$ cat src/sv/dtq_pkg.sv
// Package for the deadline timer queue: sizes, action and result codes,
// beat layouts, controller state type and the controller/datapath structs.
// No dependencies.
package dtq_pkg;

  localparam int SLOTS     = 16;
  localparam int TIME_BITS = 32;
  localparam int MAX_FIRE  = 16;
  localparam int SLOT_W    = $clog2(SLOTS);
  localparam int SCNT_W    = $clog2(SLOTS + 1);
  localparam int FCNT_W    = $clog2(MAX_FIRE + 1);

  typedef logic [TIME_BITS-1:0] time_t;
  typedef logic [SLOT_W-1:0]    slot_t;
  typedef logic [SCNT_W-1:0]    scnt_t;

  localparam logic [2:0] ACT_SCHEDULE = 3'd0;
  localparam logic [2:0] ACT_RESTART  = 3'd1;
  localparam logic [2:0] ACT_CANCEL   = 3'd2;
  localparam logic [2:0] ACT_QUERY    = 3'd3;
  localparam logic [2:0] ACT_TICK     = 3'd4;

  localparam logic [2:0] KIND_SCHEDULED = 3'd0;
  localparam logic [2:0] KIND_FIRED     = 3'd1;
  localparam logic [2:0] KIND_FULL      = 3'd2;
  localparam logic [2:0] KIND_RESTARTED = 3'd3;
  localparam logic [2:0] KIND_CANCELLED = 3'd4;
  localparam logic [2:0] KIND_NOTFOUND  = 3'd5;
  localparam logic [2:0] KIND_PENDING   = 3'd6;
  localparam logic [2:0] KIND_GONE      = 3'd7;

  // beat layouts of the input and result channels
  typedef struct packed {
    logic [2:0]  action;
    logic [15:0] timer_id;
    logic [15:0] delay_ms;
    logic        periodic;
    logic        immediate;
  } cmd_beat_t;

  typedef struct packed {
    logic [2:0]  kind;
    logic [15:0] result_id;
    logic        last;
  } res_beat_t;

  typedef enum logic [2:0] {
    ST_IDLE,
    ST_SCAN,
    ST_APPLY,
    ST_EMIT,
    ST_FIRE
  } state_t;

  // controller -> datapath
  typedef struct packed {
    logic load;       // capture input beat, clear scan
    logic tick;       // advance time (with load)
    logic scan;       // visit slot scan_idx
    logic apply;      // commit command result
    logic fire;       // commit best candidate, restart scan
    logic emit_last;  // mark the held fire beat as the closing one
  } cmd_t;

  // datapath -> controller
  typedef struct packed {
    logic scan_done;  // all slots visited
    logic have_best;  // tick scan found a due slot
  } stat_t;

endpackage

$ cat src/sv/dtq_ctrl.sv
// Controller state machine of the deadline timer queue.
// Depends on dtq_pkg.
module dtq_ctrl import dtq_pkg::*; (
  input  logic       clk,
  input  logic       rst,
  input  logic       in_valid,
  output logic       in_ready,
  input  logic [2:0] in_action,
  output logic       out_valid,
  input  logic       out_ready,
  input  stat_t      stat,
  output cmd_t       cmd
);
  state_t state, state_next;
  logic is_tick, is_tick_next;
  logic [FCNT_W-1:0] nfire, nfire_next;

  wire take = in_valid && in_ready;
  wire known = in_action <= ACT_TICK;
  wire cap_fire = nfire == FCNT_W'(MAX_FIRE - 1);

  always_comb begin
    state_next = state;
    case (state)
      ST_IDLE:  if (take && known) state_next = ST_SCAN;
      ST_SCAN:  if (stat.scan_done) begin
        if (!is_tick) state_next = ST_APPLY;
        else if (stat.have_best) state_next = (nfire == '0) ? ST_FIRE : ST_EMIT;
        else if (nfire != '0) state_next = ST_EMIT;
        else state_next = ST_IDLE;
      end
      ST_APPLY: state_next = ST_EMIT;
      ST_FIRE:  state_next = cap_fire ? ST_EMIT : ST_SCAN;
      ST_EMIT:  if (out_ready) begin
        if (is_tick && stat.have_best) state_next = ST_FIRE;
        else state_next = ST_IDLE;
      end
      default:  state_next = ST_IDLE;
    endcase
  end

  always_comb begin
    is_tick_next = is_tick;
    nfire_next = nfire;
    if (state == ST_IDLE && take) begin
      is_tick_next = in_action == ACT_TICK;
      nfire_next = '0;
    end
    if (state == ST_FIRE) nfire_next = nfire + 1'b1;
  end

  // last fire: burst cap reached, or the lookahead scan after a fire finds
  // nothing due; the held fire beat is marked before it is released
  always_comb begin
    cmd = '0;
    in_ready = state == ST_IDLE;
    out_valid = state == ST_EMIT;
    cmd.load = state == ST_IDLE && take;
    cmd.tick = cmd.load && in_action == ACT_TICK;
    cmd.scan = state == ST_SCAN;
    cmd.apply = state == ST_APPLY;
    cmd.fire = state == ST_FIRE;
    cmd.emit_last = (state == ST_SCAN && stat.scan_done && is_tick &&
                     !stat.have_best && nfire != '0) ||
                    (state == ST_FIRE && cap_fire);
  end

  always_ff @(posedge clk) begin
    if (rst) begin
      state <= ST_IDLE;
      is_tick <= 1'b0;
      nfire <= '0;
    end else begin
      state <= state_next;
      is_tick <= is_tick_next;
      nfire <= nfire_next;
    end
  end

  a_out_only_emit: assert property (@(posedge clk) disable iff (rst)
    out_valid |-> state == ST_EMIT) else $error("out_valid outside emit");
  a_fire_bound: assert property (@(posedge clk) disable iff (rst)
    nfire <= FCNT_W'(MAX_FIRE)) else $error("fire count overflow");
  a_emit_holds: assert property (@(posedge clk) disable iff (rst)
    out_valid && !out_ready |=> out_valid) else $error("result dropped");
endmodule

$ cat config.mk
export PLATFORM = sky130hd
export DESIGN_NAME = dtq_ctrl
export DESIGN_NICKNAME = d
export VERILOG_FILES = /design/src/sv/dtq_pkg.sv /design/src/sv/dtq_ctrl.sv
export SDC_FILE = /design/constraint.sdc
export NUM_CORES = 1
export LEC_CHECK = 0
export BUFFER_PORTS_ARGS = -buffer_cell sky130_fd_sc_hd__buf_2
export CORE_MARGIN = 2
export CORE_UTILIZATION = 25
export CTS_BUF_LIST = sky130_fd_sc_hd__clkbuf_4 sky130_fd_sc_hd__clkbuf_8
export DETAILED_ROUTE_END_ITERATION = 8
export GPL_ROUTABILITY_DRIVEN = 0
export PLACE_DENSITY_LB_ADDON = 0.25
export SYNTH_ARGS = -nofsm -noshare
export SYNTH_HDL_FRONTEND = slang
export SYNTH_SLANG_ARGS = --single-unit
export TNS_END_PERCENT = 30
$ cat constraint.sdc
create_clock -name clk -period 2.12 [get_ports clk]
set_clock_uncertainty 0.15 [all_clocks]
set_input_delay 0.318 -clock clk [delete_from_list [all_inputs] [get_ports clk]]
set_output_delay 0.318 -clock clk [all_outputs]
set_load 0.03 [all_outputs]
==> impl_summary.txt <==
----------------------------------------------------
[Outcome]
  Run status ... completed

[Yosys]
  Ys flop type ... sky130_fd_sc_hd__dfxtp_1
  Synth Area per Inst ... 7.867 sq um
  Share of flip-flops with an asynchronous set or reset ... 0%
  Post-synthesis instance total ... 80
  Total of warnings raised by yosys ... 0
  Top cells by area in the synthesized netlist ... sky130_fd_sc_hd__dfxtp_1 (29%), sky130_fd_sc_hd__nor2_1 (7.2%), sky130_fd_sc_hd__ha_1 (6.0%)
  Synth cell types ... 32
  Area share of the largest cell type after synthesis ... 28.63%
  Leading cell types by count after synthesis ... sky130_fd_sc_hd__nor2_1 (12), sky130_fd_sc_hd__dfxtp_1 (9), sky130_fd_sc_hd__nand2_1 (9)
  Library cell with the highest instance count after synthesis ... sky130_fd_sc_hd__nor2_1
  Synthesized net count ... 92
  Number of flops mapped to enable cells by yosys ... 0
  Cell type contributing the most total cell area after synthesis ... sky130_fd_sc_hd__dfxtp_1
  Register area share after synthesis ... 28.63%
  Netlist Area Pre-Place ... 629.4 sq um
  Synthesized flop and latch total ... 9

[Global routing]
  Via count of the first global-routing pass ... 520
  Initial antenna violation count ... 0
  Overflow left after global routing ... 0
  Global-route usage over all layers ... 11.33%
  First-pass GRT wire length ... 2311 um
  Maximum number of pins on one net before global-route repair ... 13

[Drt]
  Total via count after detailed routing ... 596
  Average wire per standard cell ... 11.20 um
  Detailed router's first-iteration violation count ... 9
  Aggregate routed wire length ... 1422 um
  Number of iterations in the first detailed-routing pass ... 4
  DRC errors left ... 0
  Via density ... 4.693
  Final antenna-violating net count ... 0

[Timing]
  Max-slew violation total from the final report ... 0
  Setup TNS ... 0 ns
  Achievable frequency ... 0.4942 GHz
  Worst hold slack across all endpoints ... 0.1683 ns
  Period Utilization, post-route ... 95.44%
  Setup violation total in the final timing report ... 0
  Final critical delay including setup and external delays ... 2.023 ns
  Slew headroom ... 72.74%
  Hold violation count in the final report ... 0
  Worst Tran Pin Value ... 0.4058 ns
  Setup repair after global routing missed its margin ... no

[Power and ir drop]
  Power density relative to cell area ... 663.2 mW/mm^2
  Combinational share of power ... 31.2%
  Part of the power in the clock network ... 29.5%
  Pleak ... 0.0003423 uW
  Switching part of the total power ... 36.27%
  IR Drop Worst-Case VDD ... 0.2591 mV
  Sw Pwr ... 183.3 uW
  Total power after layout ... 505.3 uW
  Seq pwr share ... 39.3%
  Internal power ... 322.0 uW

[Job]
  Number of max-capacitance violations reported ... 0

[Die]
  Starting density of the core ... 25.87%
  Die outline width ... 54.18 um
  Die height ... 54.18 um
  Std-Cell Core Area ... 0.002432 sq mm
  DIE AREA ... 0.002935 sq mm
  I/O pin total ... 17
  Cell row count ... 18

[Place]
  Port buffer count ... 16
  Post-detailed-placement half-perimeter wirelength ... 1106 um

[Worst hold path]
  Class of the tightest hold or removal check ... input port to flop
  Worst hold path depth ... 3
  Worst-case hold path end point ... state[1]
  Beginning of the worst hold path ... stat[1]

[Finish]
  Number of antenna repair diodes ... 0
  Number of nets in the layout ... 110
  Share of layout cells above drive strength 1 ... 35.05%
  Area Growth Syn to Fin ... 21.07%

[Setup path]
  Startpoint of the lowest-slack register-to-register path ... nfire[1]
  Minimum setup slack among reg-to-reg paths ... 0.52 ns
  Endpoint of the lowest-slack register-to-register path ... state[1]
  Maximum net fanout on the critical path ... 4
  Type of destination of the critical path ... output pin
  Kind of start point of the critical path ... flop
  Crit path arrival time ... 1.56 ns
  FF-to-FF path depth ... 5
  WS Path Type ... flop to output pin
  Required @ worst endpoint ... 1.65 ns

[Clocking]
  Clock tree buffer depth ... 2
  CTS Sinks ... 9
  Number of H-tree levels ... 1
  TritonCTS clock tree ... yes
  Clock root cell ... sky130_fd_sc_hd__clkbuf_4
  Clock input transition at the sequential cells of the worst setup and hold paths ... 0.06 ns
  CTS Buf Count ... 3
  Source-to-sink clock delay at the later pin of the worst-skew pair ... 0.26 ns
  Hold Buf Count CTS ... 0

----------------------------------------------------
-- worst max-delay path by stage --
stage / startpoint / to / slack, ns
CTS: state[2] / cmd[0] / 0.04
global route: nfire[0] / cmd[0] / 0.02
global placement: state[2] / cmd[0] / 0.31
finish: nfire[1] / cmd[0] / 0.1
detailed placement: state[2] / cmd[0] / 0.33
floorplan: state[0] / cmd[4] / 0.004
-- state kept, by name, indices dropped and copies added, names as in the netlist --
register / count
is_tick: 1
nfire: 5
state: 3
-- power groups by stage --
stage          sequential, uW  clock [uW]  combinational, uW
2_1_floorplan             185           0                132
3_3_place_gp              199           0                156
3_5_place_dp              198           0                155
4_1_cts                   194         157                156
5_1_grt                   201         164                173
6_report                  198         149                158
-- layout by cell type (no fill, tap or decap), types with 2 or more instances in the layout --
master | netlist | routed
sky130_fd_sc_hd__dfxtp_2 | 0 | 4
sky130_fd_sc_hd__nand3_1 | 3 | 3
sky130_fd_sc_hd__ha_1 | 3 | 3
sky130_fd_sc_hd__nand2b_1 | 2 | 2
sky130_fd_sc_hd__dfxtp_1 | 9 | 5
sky130_fd_sc_hd__buf_2 | 0 | 15
sky130_fd_sc_hd__a221oi_2 | 2 | 2
sky130_fd_sc_hd__a21oi_1 | 5 | 5
sky130_fd_sc_hd__inv_1 | 6 | 6
sky130_fd_sc_hd__nor2b_1 | 2 | 2
sky130_fd_sc_hd__clkbuf_4 | 0 | 5
sky130_fd_sc_hd__nand2_1 | 9 | 9
sky130_fd_sc_hd__nor3_1 | 3 | 3
sky130_fd_sc_hd__o21ai_1 | 3 | 3
sky130_fd_sc_hd__nor2_1 | 12 | 12
-- metrics by stage --
step | worst slack, ns | cells | util, % | area (sq um)
floorplan | 0.004480 | 80 | - | 629.4
global placement | 0.3148 | 123 | 29.53 | 718.2
detailed placement | 0.3280 | 123 | 29.53 | 718.2
CTS | 0.03585 | 127 | 30.76 | 748.2
global route | 0.01761 | 127 | 31.33 | 762.0
finish | 0.09663 | 127 | 31.33 | 762.0
-- repair_timing --
item,in CTS,in global routing
setup endpoints to repair,0,3
resized for setup,0,6
buffers inserted,0,0
-- routing by layer --
layer | track usage (%) | wire, um | share of wire, %
met4 | 8.750 | 27 | 1.9
met3 | 2.222 | 59 | 4.1
met5 | 0 | 0 | 0
met1 | 13.98 | 632 | 44
met2 | 17.07 | 702 | 49
-- critical path, cell delays in order, from the launching register on --
cell	delay, ns
sky130_fd_sc_hd__dfxtp_1	0.39
sky130_fd_sc_hd__inv_1	0.07
sky130_fd_sc_hd__ha_1	0.17
sky130_fd_sc_hd__nor4b_2	0.17
sky130_fd_sc_hd__nand2b_1	0.17
sky130_fd_sc_hd__o21ai_1	0.13
sky130_fd_sc_hd__clkbuf_4	0.20
-- final cells by class --
cell class                      count  area (sq um)
Fill cell                         279          1670
Tap cell                           30         37.54
Sequential cell                     9         185.2
Multi-Input combinational cell     59         384.1
Timing Repair Buffer               17         90.09
Clock buffer                        4         30.03
Inverter                            8         35.03
-- logic make-up (layout without fill, tap and decap cells) --
group | after synthesis | after routing | share of synthesized area, %
AND/OR/NAND/NOR | 37 | 37 | 30.61
buffers and inverters | 12 | 29 | 11.33
multiplexers | 1 | 1 | 1.789
adder cells (fa/ha/maj) | 3 | 3 | 5.965
AO/OA/AOI/OAI | 18 | 18 | 21.67
flip-flops | 9 | 9 | 28.63
(Power assumes the default switching activity.)
