--- src/sv/dtq_pkg.sv ---
// Package for the deadline timer queue: sizes, action and result codes,
// beat layouts, controller state type and the controller/datapath structs.
// No dependencies.
package dtq_pkg;

  localparam int SLOTS     = 16;
  localparam int TIME_BITS = 32;
  localparam int MAX_FIRE  = 16;
  localparam int SLOT_W    = $clog2(SLOTS);
  localparam int SCNT_W    = $clog2(SLOTS + 1);
  localparam int FCNT_W    = $clog2(MAX_FIRE + 1);

  typedef logic [TIME_BITS-1:0] time_t;
  typedef logic [SLOT_W-1:0]    slot_t;
  typedef logic [SCNT_W-1:0]    scnt_t;

  localparam logic [2:0] ACT_SCHEDULE = 3'd0;
  localparam logic [2:0] ACT_RESTART  = 3'd1;
  localparam logic [2:0] ACT_CANCEL   = 3'd2;
  localparam logic [2:0] ACT_QUERY    = 3'd3;
  localparam logic [2:0] ACT_TICK     = 3'd4;

  localparam logic [2:0] KIND_SCHEDULED = 3'd0;
  localparam logic [2:0] KIND_FIRED     = 3'd1;
  localparam logic [2:0] KIND_FULL      = 3'd2;
  localparam logic [2:0] KIND_RESTARTED = 3'd3;
  localparam logic [2:0] KIND_CANCELLED = 3'd4;
  localparam logic [2:0] KIND_NOTFOUND  = 3'd5;
  localparam logic [2:0] KIND_PENDING   = 3'd6;
  localparam logic [2:0] KIND_GONE      = 3'd7;

  // beat layouts of the input and result channels
  typedef struct packed {
    logic [2:0]  action;
    logic [15:0] timer_id;
    logic [15:0] delay_ms;
    logic        periodic;
    logic        immediate;
  } cmd_beat_t;

  typedef struct packed {
    logic [2:0]  kind;
    logic [15:0] result_id;
    logic        last;
  } res_beat_t;

  typedef enum logic [2:0] {
    ST_IDLE,
    ST_SCAN,
    ST_APPLY,
    ST_EMIT,
    ST_FIRE
  } state_t;

  // controller -> datapath
  typedef struct packed {
    logic load;       // capture input beat, clear scan
    logic tick;       // advance time (with load)
    logic scan;       // visit slot scan_idx
    logic apply;      // commit command result
    logic fire;       // commit best candidate, restart scan
    logic emit_last;  // mark the held fire beat as the closing one
  } cmd_t;

  // datapath -> controller
  typedef struct packed {
    logic scan_done;  // all slots visited
    logic have_best;  // tick scan found a due slot
  } stat_t;

endpackage

--- src/sv/dtq_dp.sv ---
// Datapath: slot table, time and ID counters, sequential slot scan and
// result register. Depends on dtq_pkg.
module dtq_dp import dtq_pkg::*; (
  input  logic        clk,
  input  logic        rst,
  input  cmd_t        cmd,
  output stat_t       stat,
  input  logic [2:0]  in_action,
  input  logic [15:0] in_timer_id,
  input  logic [15:0] in_delay_ms,
  input  logic        in_periodic,
  input  logic        in_immediate,
  output logic [2:0]  kind,
  output logic [15:0] result_id,
  output logic        last
);
  logic [SLOTS-1:0] slot_valid, due;
  logic             slot_periodic [SLOTS];
  logic [15:0]      slot_delay [SLOTS];
  time_t            slot_deadline [SLOTS];
  logic [15:0]      slot_ident [SLOTS];
  logic [15:0]      next_ident;
  time_t            now_time;

  logic [2:0]  act;
  logic [15:0] tid, dly;
  logic        per, imm;
  scnt_t       scan_idx;
  logic        found;
  slot_t       hit;
  logic        have_best;
  slot_t       best;
  time_t       best_age;
  logic [15:0] best_idage;

  wire slot_t i = scan_idx[SLOT_W-1:0];
  wire time_t age = now_time - slot_deadline[i];
  wire logic [15:0] idage = next_ident - slot_ident[i];
  wire logic hit_now = act == ACT_SCHEDULE ? !slot_valid[i]
                     : slot_valid[i] && slot_ident[i] == tid;
  wire logic due_now = due[i] && !age[TIME_BITS-1];

  assign stat.scan_done = scan_idx == scnt_t'(SLOTS);
  assign stat.have_best = have_best;

  always_ff @(posedge clk) begin
    if (rst) begin
      slot_valid <= '0;
      next_ident <= '0;
      now_time <= '0;
      scan_idx <= '0;
      found <= 1'b0;
      have_best <= 1'b0;
      due <= '0;
    end else begin
      if (cmd.load) begin
        scan_idx <= '0;
        found <= 1'b0;
        have_best <= 1'b0;
        due <= slot_valid;
        if (cmd.tick) now_time <= now_time + 1'b1;
      end
      if (cmd.scan && !stat.scan_done) begin
        scan_idx <= scan_idx + 1'b1;
        if (act == ACT_TICK) begin
          if (due_now && (!have_best || age > best_age ||
              (age == best_age && idage > best_idage))) begin
            have_best <= 1'b1;
            best <= i;
            best_age <= age;
            best_idage <= idage;
          end
        end else if (hit_now && !found) begin
          found <= 1'b1;
          hit <= i;
        end
      end
      if (cmd.apply && found) begin
        case (act)
          ACT_SCHEDULE: begin
            slot_valid[hit] <= 1'b1;
            slot_periodic[hit] <= per;
            slot_delay[hit] <= dly;
            slot_deadline[hit] <= now_time + (imm ? '0 : time_t'(dly));
            slot_ident[hit] <= next_ident;
            next_ident <= next_ident + 1'b1;
          end
          ACT_RESTART: slot_deadline[hit] <= now_time + time_t'(slot_delay[hit]);
          ACT_CANCEL:  slot_valid[hit] <= 1'b0;
          default: ;
        endcase
      end
      if (cmd.fire) begin
        due[best] <= 1'b0;
        if (slot_periodic[best])
          slot_deadline[best] <= now_time + time_t'(slot_delay[best]);
        else slot_valid[best] <= 1'b0;
        scan_idx <= '0;
        have_best <= 1'b0;
      end
    end
  end

  always_ff @(posedge clk) begin
    if (cmd.load) begin
      act <= in_action;
      tid <= in_timer_id;
      dly <= in_delay_ms;
      per <= in_periodic;
      imm <= in_immediate;
    end
    if (cmd.apply) begin
      last <= 1'b1;
      result_id <= (act == ACT_SCHEDULE) ? (found ? next_ident : 16'd0) : tid;
      case (act)
        ACT_SCHEDULE: kind <= found ? KIND_SCHEDULED : KIND_FULL;
        ACT_RESTART:  kind <= found ? KIND_RESTARTED : KIND_NOTFOUND;
        ACT_CANCEL:   kind <= found ? KIND_CANCELLED : KIND_NOTFOUND;
        default:      kind <= found ? KIND_PENDING : KIND_GONE;
      endcase
    end else if (cmd.fire) begin
      kind <= KIND_FIRED;
      result_id <= slot_ident[best];
      last <= cmd.emit_last;
    end else if (cmd.emit_last) begin
      last <= 1'b1;
    end
  end

  a_apply_scanned: assert property (@(posedge clk) disable iff (rst)
    cmd.apply |-> stat.scan_done) else $error("apply before scan end");
  a_fire_valid: assert property (@(posedge clk) disable iff (rst)
    cmd.fire |-> have_best && slot_valid[best]) else $error("fire of empty slot");
  a_scan_bound: assert property (@(posedge clk) disable iff (rst)
    scan_idx <= scnt_t'(SLOTS)) else $error("scan index overrun");
endmodule

--- config.mk ---
export PLATFORM = sky130hd
export DESIGN_NAME = dtq_dp
export DESIGN_NICKNAME = d
export VERILOG_FILES = /design/src/sv/dtq_pkg.sv /design/src/sv/dtq_dp.sv
export SDC_FILE = /design/constraint.sdc
export NUM_CORES = 2
export LEC_CHECK = 0
export BUFFER_PORTS_ARGS = -buffer_cell sky130_fd_sc_hd__clkbuf_2
export CORE_MARGIN = 4
export CORE_UTILIZATION = 40
export DETAILED_ROUTE_END_ITERATION = 8
export GPL_ROUTABILITY_DRIVEN = 1
export PLACE_DENSITY = 0.62
export SKIP_CTS_REPAIR_TIMING = 1
export SYNTH_ARGS = -nofsm -noshare
export SYNTH_HDL_FRONTEND = slang
export SYNTH_SLANG_ARGS = --single-unit
--- constraint.sdc ---
create_clock -name clk -period 25.2 [get_ports clk]
set_input_delay 2.52 -clock clk [delete_from_list [all_inputs] [get_ports clk]]
set_output_delay 2.52 -clock clk [all_outputs]
set_load 0.02 [all_outputs]
==> results_dict.tcl <==
set metrics [dict create \
    status "complete, no violations" \
    ant_nets 0 \
    io_pins 67 \
    cts_root_buf "clkbuf_16" \
    syn_nets 4437 \
    fin_skew_ns 0.02819 \
    clock_sinks 1252 \
    drtIter0Drc 4668 \
    firstDrtPassIters 6 \
    rows 145 \
    die_y_um 405.7 \
    grt_pass1_wl_um 265700 \
    fin_tns_setup_ns 0 \
    vias 38660 \
    avgSynthCellArea_um2 14.85 \
    ys_types 75 \
    die-area_mm2 0.1646 \
    overflow 0 \
    cap_violations 0 \
    slew_viol_final 0 \
    postSynthCellCount 4258 \
    seq_area_mm2 0.03663 \
    synth_edf_count 1152 \
    multiInputGateArea_mm2 0.02523 \
    worstMarginPinSlew_ns 1.398 \
    synth.cell_area_mm2 0.06325 \
    fin_crit_sh_pct 36.23 \
    required_ns 25.85 \
    grt_usage_pct 22.22 \
    cts_buffers 135 \
    cts_tree "done" \
    fmax_mhz 109.5 \
    reg2reg_setup_slack_ns 16.07 \
    async_reset_ff_share_pct 0 \
    relSlewSlack_pct 6.493 \
    initial_core_util_pct 40.35 \
    fp.coreArea_mm2 0.1568 \
    start_kind "register" \
    synth-main-ff-cell "edfxtp_1" \
    power_density_mw_per_mm2 63.01 \
    min_path_type "reg -> reg" \
    finalSetupViolCount 0 \
    clk_pin_slew_ns 0.07 \
    first_global_vias 38710 \
    clk_latency_ns 0.78 \
    antenna_found_initial 2 \
    worstRegToRegCells 25 \
    hold_viol_final 0 \
    areaGrowthSynthToFinish_pct 11.58 \
    routed_wl_um 183300 \
    num-fill-cells 13680 \
    seq_area_frac_synth_pct 57.86 \
    rsz0062_at_grt "no" \
    dp.final_hpwl_um 103700 \
    yosysWarnings 0 \
    grt_max_degree 128 \
    critPathKind "reg -> reg" \
    synthMuxAreaShare_pct 22.46 \
    yosys.area_share.adder_pct 2.698 \
    endpoint_kind "register" \
    synth_top_family_by_area "multiplexers" \
    ir_worst_vdd_mv 0.07058 \
    wire_per_inst_um 28.45 \
    drc 0 \
    final_cell_mix "1,152 x edfxtp_1, 471 x mux4_2, 334 x nand2_1" \
    synth-seq-cells 1252 \
    synthSimpleGateAreaFrac_pct 5.942 \
    final_layout_size_suffix_gt1_share_pct 21.88 \
    clockBufferDepth 3 \
    cp.arrival_ns 9.78 \
    synth-xor-area-share_pct 2.783 \
    nets 4456 \
    final_common_cell "edfxtp_1" \
    synth_compound_area_share_pct 5.361 \
    htree_levels 4 \
    io_buffers 66 \
    gp_congestion 0.8578 \
    cp_max_fo 92 \
    avgViaCountPerCell 6.001 \
    leakagePower_nw 25.57 \
    finalPower_mw 4.447 \
    fin_crit_ns 9.131 \
    die_x_um 405.7 \
]
==> power by group <==
| group | internal (mW) | switching (mW) | leakage [nW] |
|---|---|---|---|
| clock network | 1.17 | 0.839 | 2.13 |
| logic | 0.0579 | 0.0869 | 11.6 |
| registers | 2.27 | 0.0181 | 11.8 |
| total | 3.50 | 0.944 | 25.6 |
==> worst min path at each step <==
stage | startpoint | endpoint | slack [ns] | depth (start not counted)
4_1_cts | last$_SDFFE_PP1P_ | last$_SDFFE_PP1P_ | 0.46 | 2
3_3_place_gp | last$_SDFFE_PP1P_ | last$_SDFFE_PP1P_ | 0.44 | 2
2_1_floorplan | scan_idx[2]$_SDFFE_PP0N_ | best[2]$_DFFE_PP_ | 0.45 | 0
6_report | last$_SDFFE_PP1P_ | last$_SDFFE_PP1P_ | 0.46 | 2
3_5_place_dp | last$_SDFFE_PP1P_ | last$_SDFFE_PP1P_ | 0.45 | 2
5_1_grt | last$_SDFFE_PP1P_ | last$_SDFFE_PP1P_ | 0.53 | 2
==> metrics by stage <==
| stage | setup slack [ns] | utilization (%) | hold WS [ns] | instances | cell area (µm²) |
|---|---|---|---|---|---|
| floorplan | 17.06 | - | 0.4467 | 4258 | 63250 |
| global placement | 16.13 | 42.20 | 0.4376 | 6198 | 66140 |
| detailed placement | 15.96 | 42.20 | 0.4528 | 6198 | 66140 |
| CTS | 15.91 | 45.01 | 0.4621 | 6441 | 70560 |
| global route | 15.29 | 45.02 | 0.5262 | 6442 | 70570 |
| finish | 16.07 | 45.02 | 0.4589 | 6443 | 70580 |
==> worst max-delay path, stage by stage (launching register included) <==
cell and delay [ns]:
dfxtp_4 0.78, buf_12 0.62, buf_4 0.79, mux4_2 0.60, mux4_2 0.49, inv_1 0.08, ha_1 0.17, nand2_1 0.10
o21a_1 0.21, or4_1 0.54, a21boi_0 0.38, a41oi_1 0.27, a21oi_1 0.36, a221o_1 0.26, or4_1 0.12, nand3_1 0.10
ha_1 0.31, nand4_1 0.14, nor3_1 0.30, and4_1 0.29, nand3_1 0.09, nand3_1 0.09, o31ai_1 0.14, a211oi_4 0.69
buf_4 0.59, mux2_2 0.39
==> layout make-up <==
| type | instances | share of cell area (%) |
|---|---|---|
| clock inverter | 64 | 1.099 |
| inverter | 111 | 0.5904 |
| multi-input combinational | 2585 | 35.76 |
| timing repair buffer | 192 | 1.851 |
| clock buffer | 179 | 5.154 |
| antenna | 2 | 0.007091 |
| sequential | 1252 | 51.90 |
| tap | 2058 | 3.649 |
==> registers in the layout, summed over array words and instances (netlist names), 32 cells and up, named ones only <==
signal         cells
slot_deadline    512
slot_ident       256
best_age          32
now_time          32
slot_delay       256
==> synth_stat cells (5+ instances only) <==
cell | number | area share [%]
a211oi_1 | 29 | 0.34
a21o_1 | 42 | 0.50
a21oi_1 | 135 | 1.1
a311oi_1 | 14 | 0.19
a31oi_1 | 20 | 0.20
and2_1 | 13 | 0.13
and3_1 | 13 | 0.13
and4_1 | 5 | 0.069
buf_1 | 36 | 0.21
buf_2 | 48 | 0.38
buf_4 | 37 | 0.44
buf_6 | 5 | 0.089
clkbuf_1 | 183 | 1.1
dfxtp_1 | 100 | 3.2
edfxtp_1 | 1152 | 55
ha_1 | 130 | 2.6
inv_1 | 111 | 0.66
mux2_2 | 20 | 0.36
mux2i_1 | 331 | 5.2
mux4_2 | 471 | 17
nand2_1 | 350 | 2.1
nand2b_1 | 33 | 0.33
nand3_1 | 58 | 0.46
nand4_1 | 20 | 0.20
nor2_1 | 258 | 1.5
nor2b_1 | 26 | 0.26
nor3_1 | 29 | 0.23
nor4_1 | 7 | 0.069
o21a_1 | 15 | 0.18
o21ai_0 | 241 | 1.9
o21ai_1 | 10 | 0.079
o21bai_1 | 15 | 0.18
o31ai_1 | 6 | 0.071
or3_1 | 17 | 0.17
or4_1 | 5 | 0.059
xnor2_1 | 137 | 1.9
xor2_1 | 64 | 0.89
==> kinds of logic (layout without fill, tap and decap cells) <==
group | count (synthesis) | in the layout
AOI/OAI and AO/OA | 571 | 571
xor gates and xnor gates | 201 | 201
adders and majority gates | 134 | 134
other | 0 | 2
buffers and inverters | 421 | 546
and+or+nand+nor | 853 | 853
muxes | 826 | 826
DFF | 1252 | 1252
==> per-layer routing <==
layer  share of wire [%]  global-route usage, %
met5                   0                      0
met2                  47                  35.35
met4                 2.9                  7.090
met3                 9.9                  5.601
met1                  40                  30.04
Note: power is estimated with default switching activity, not from simulation.
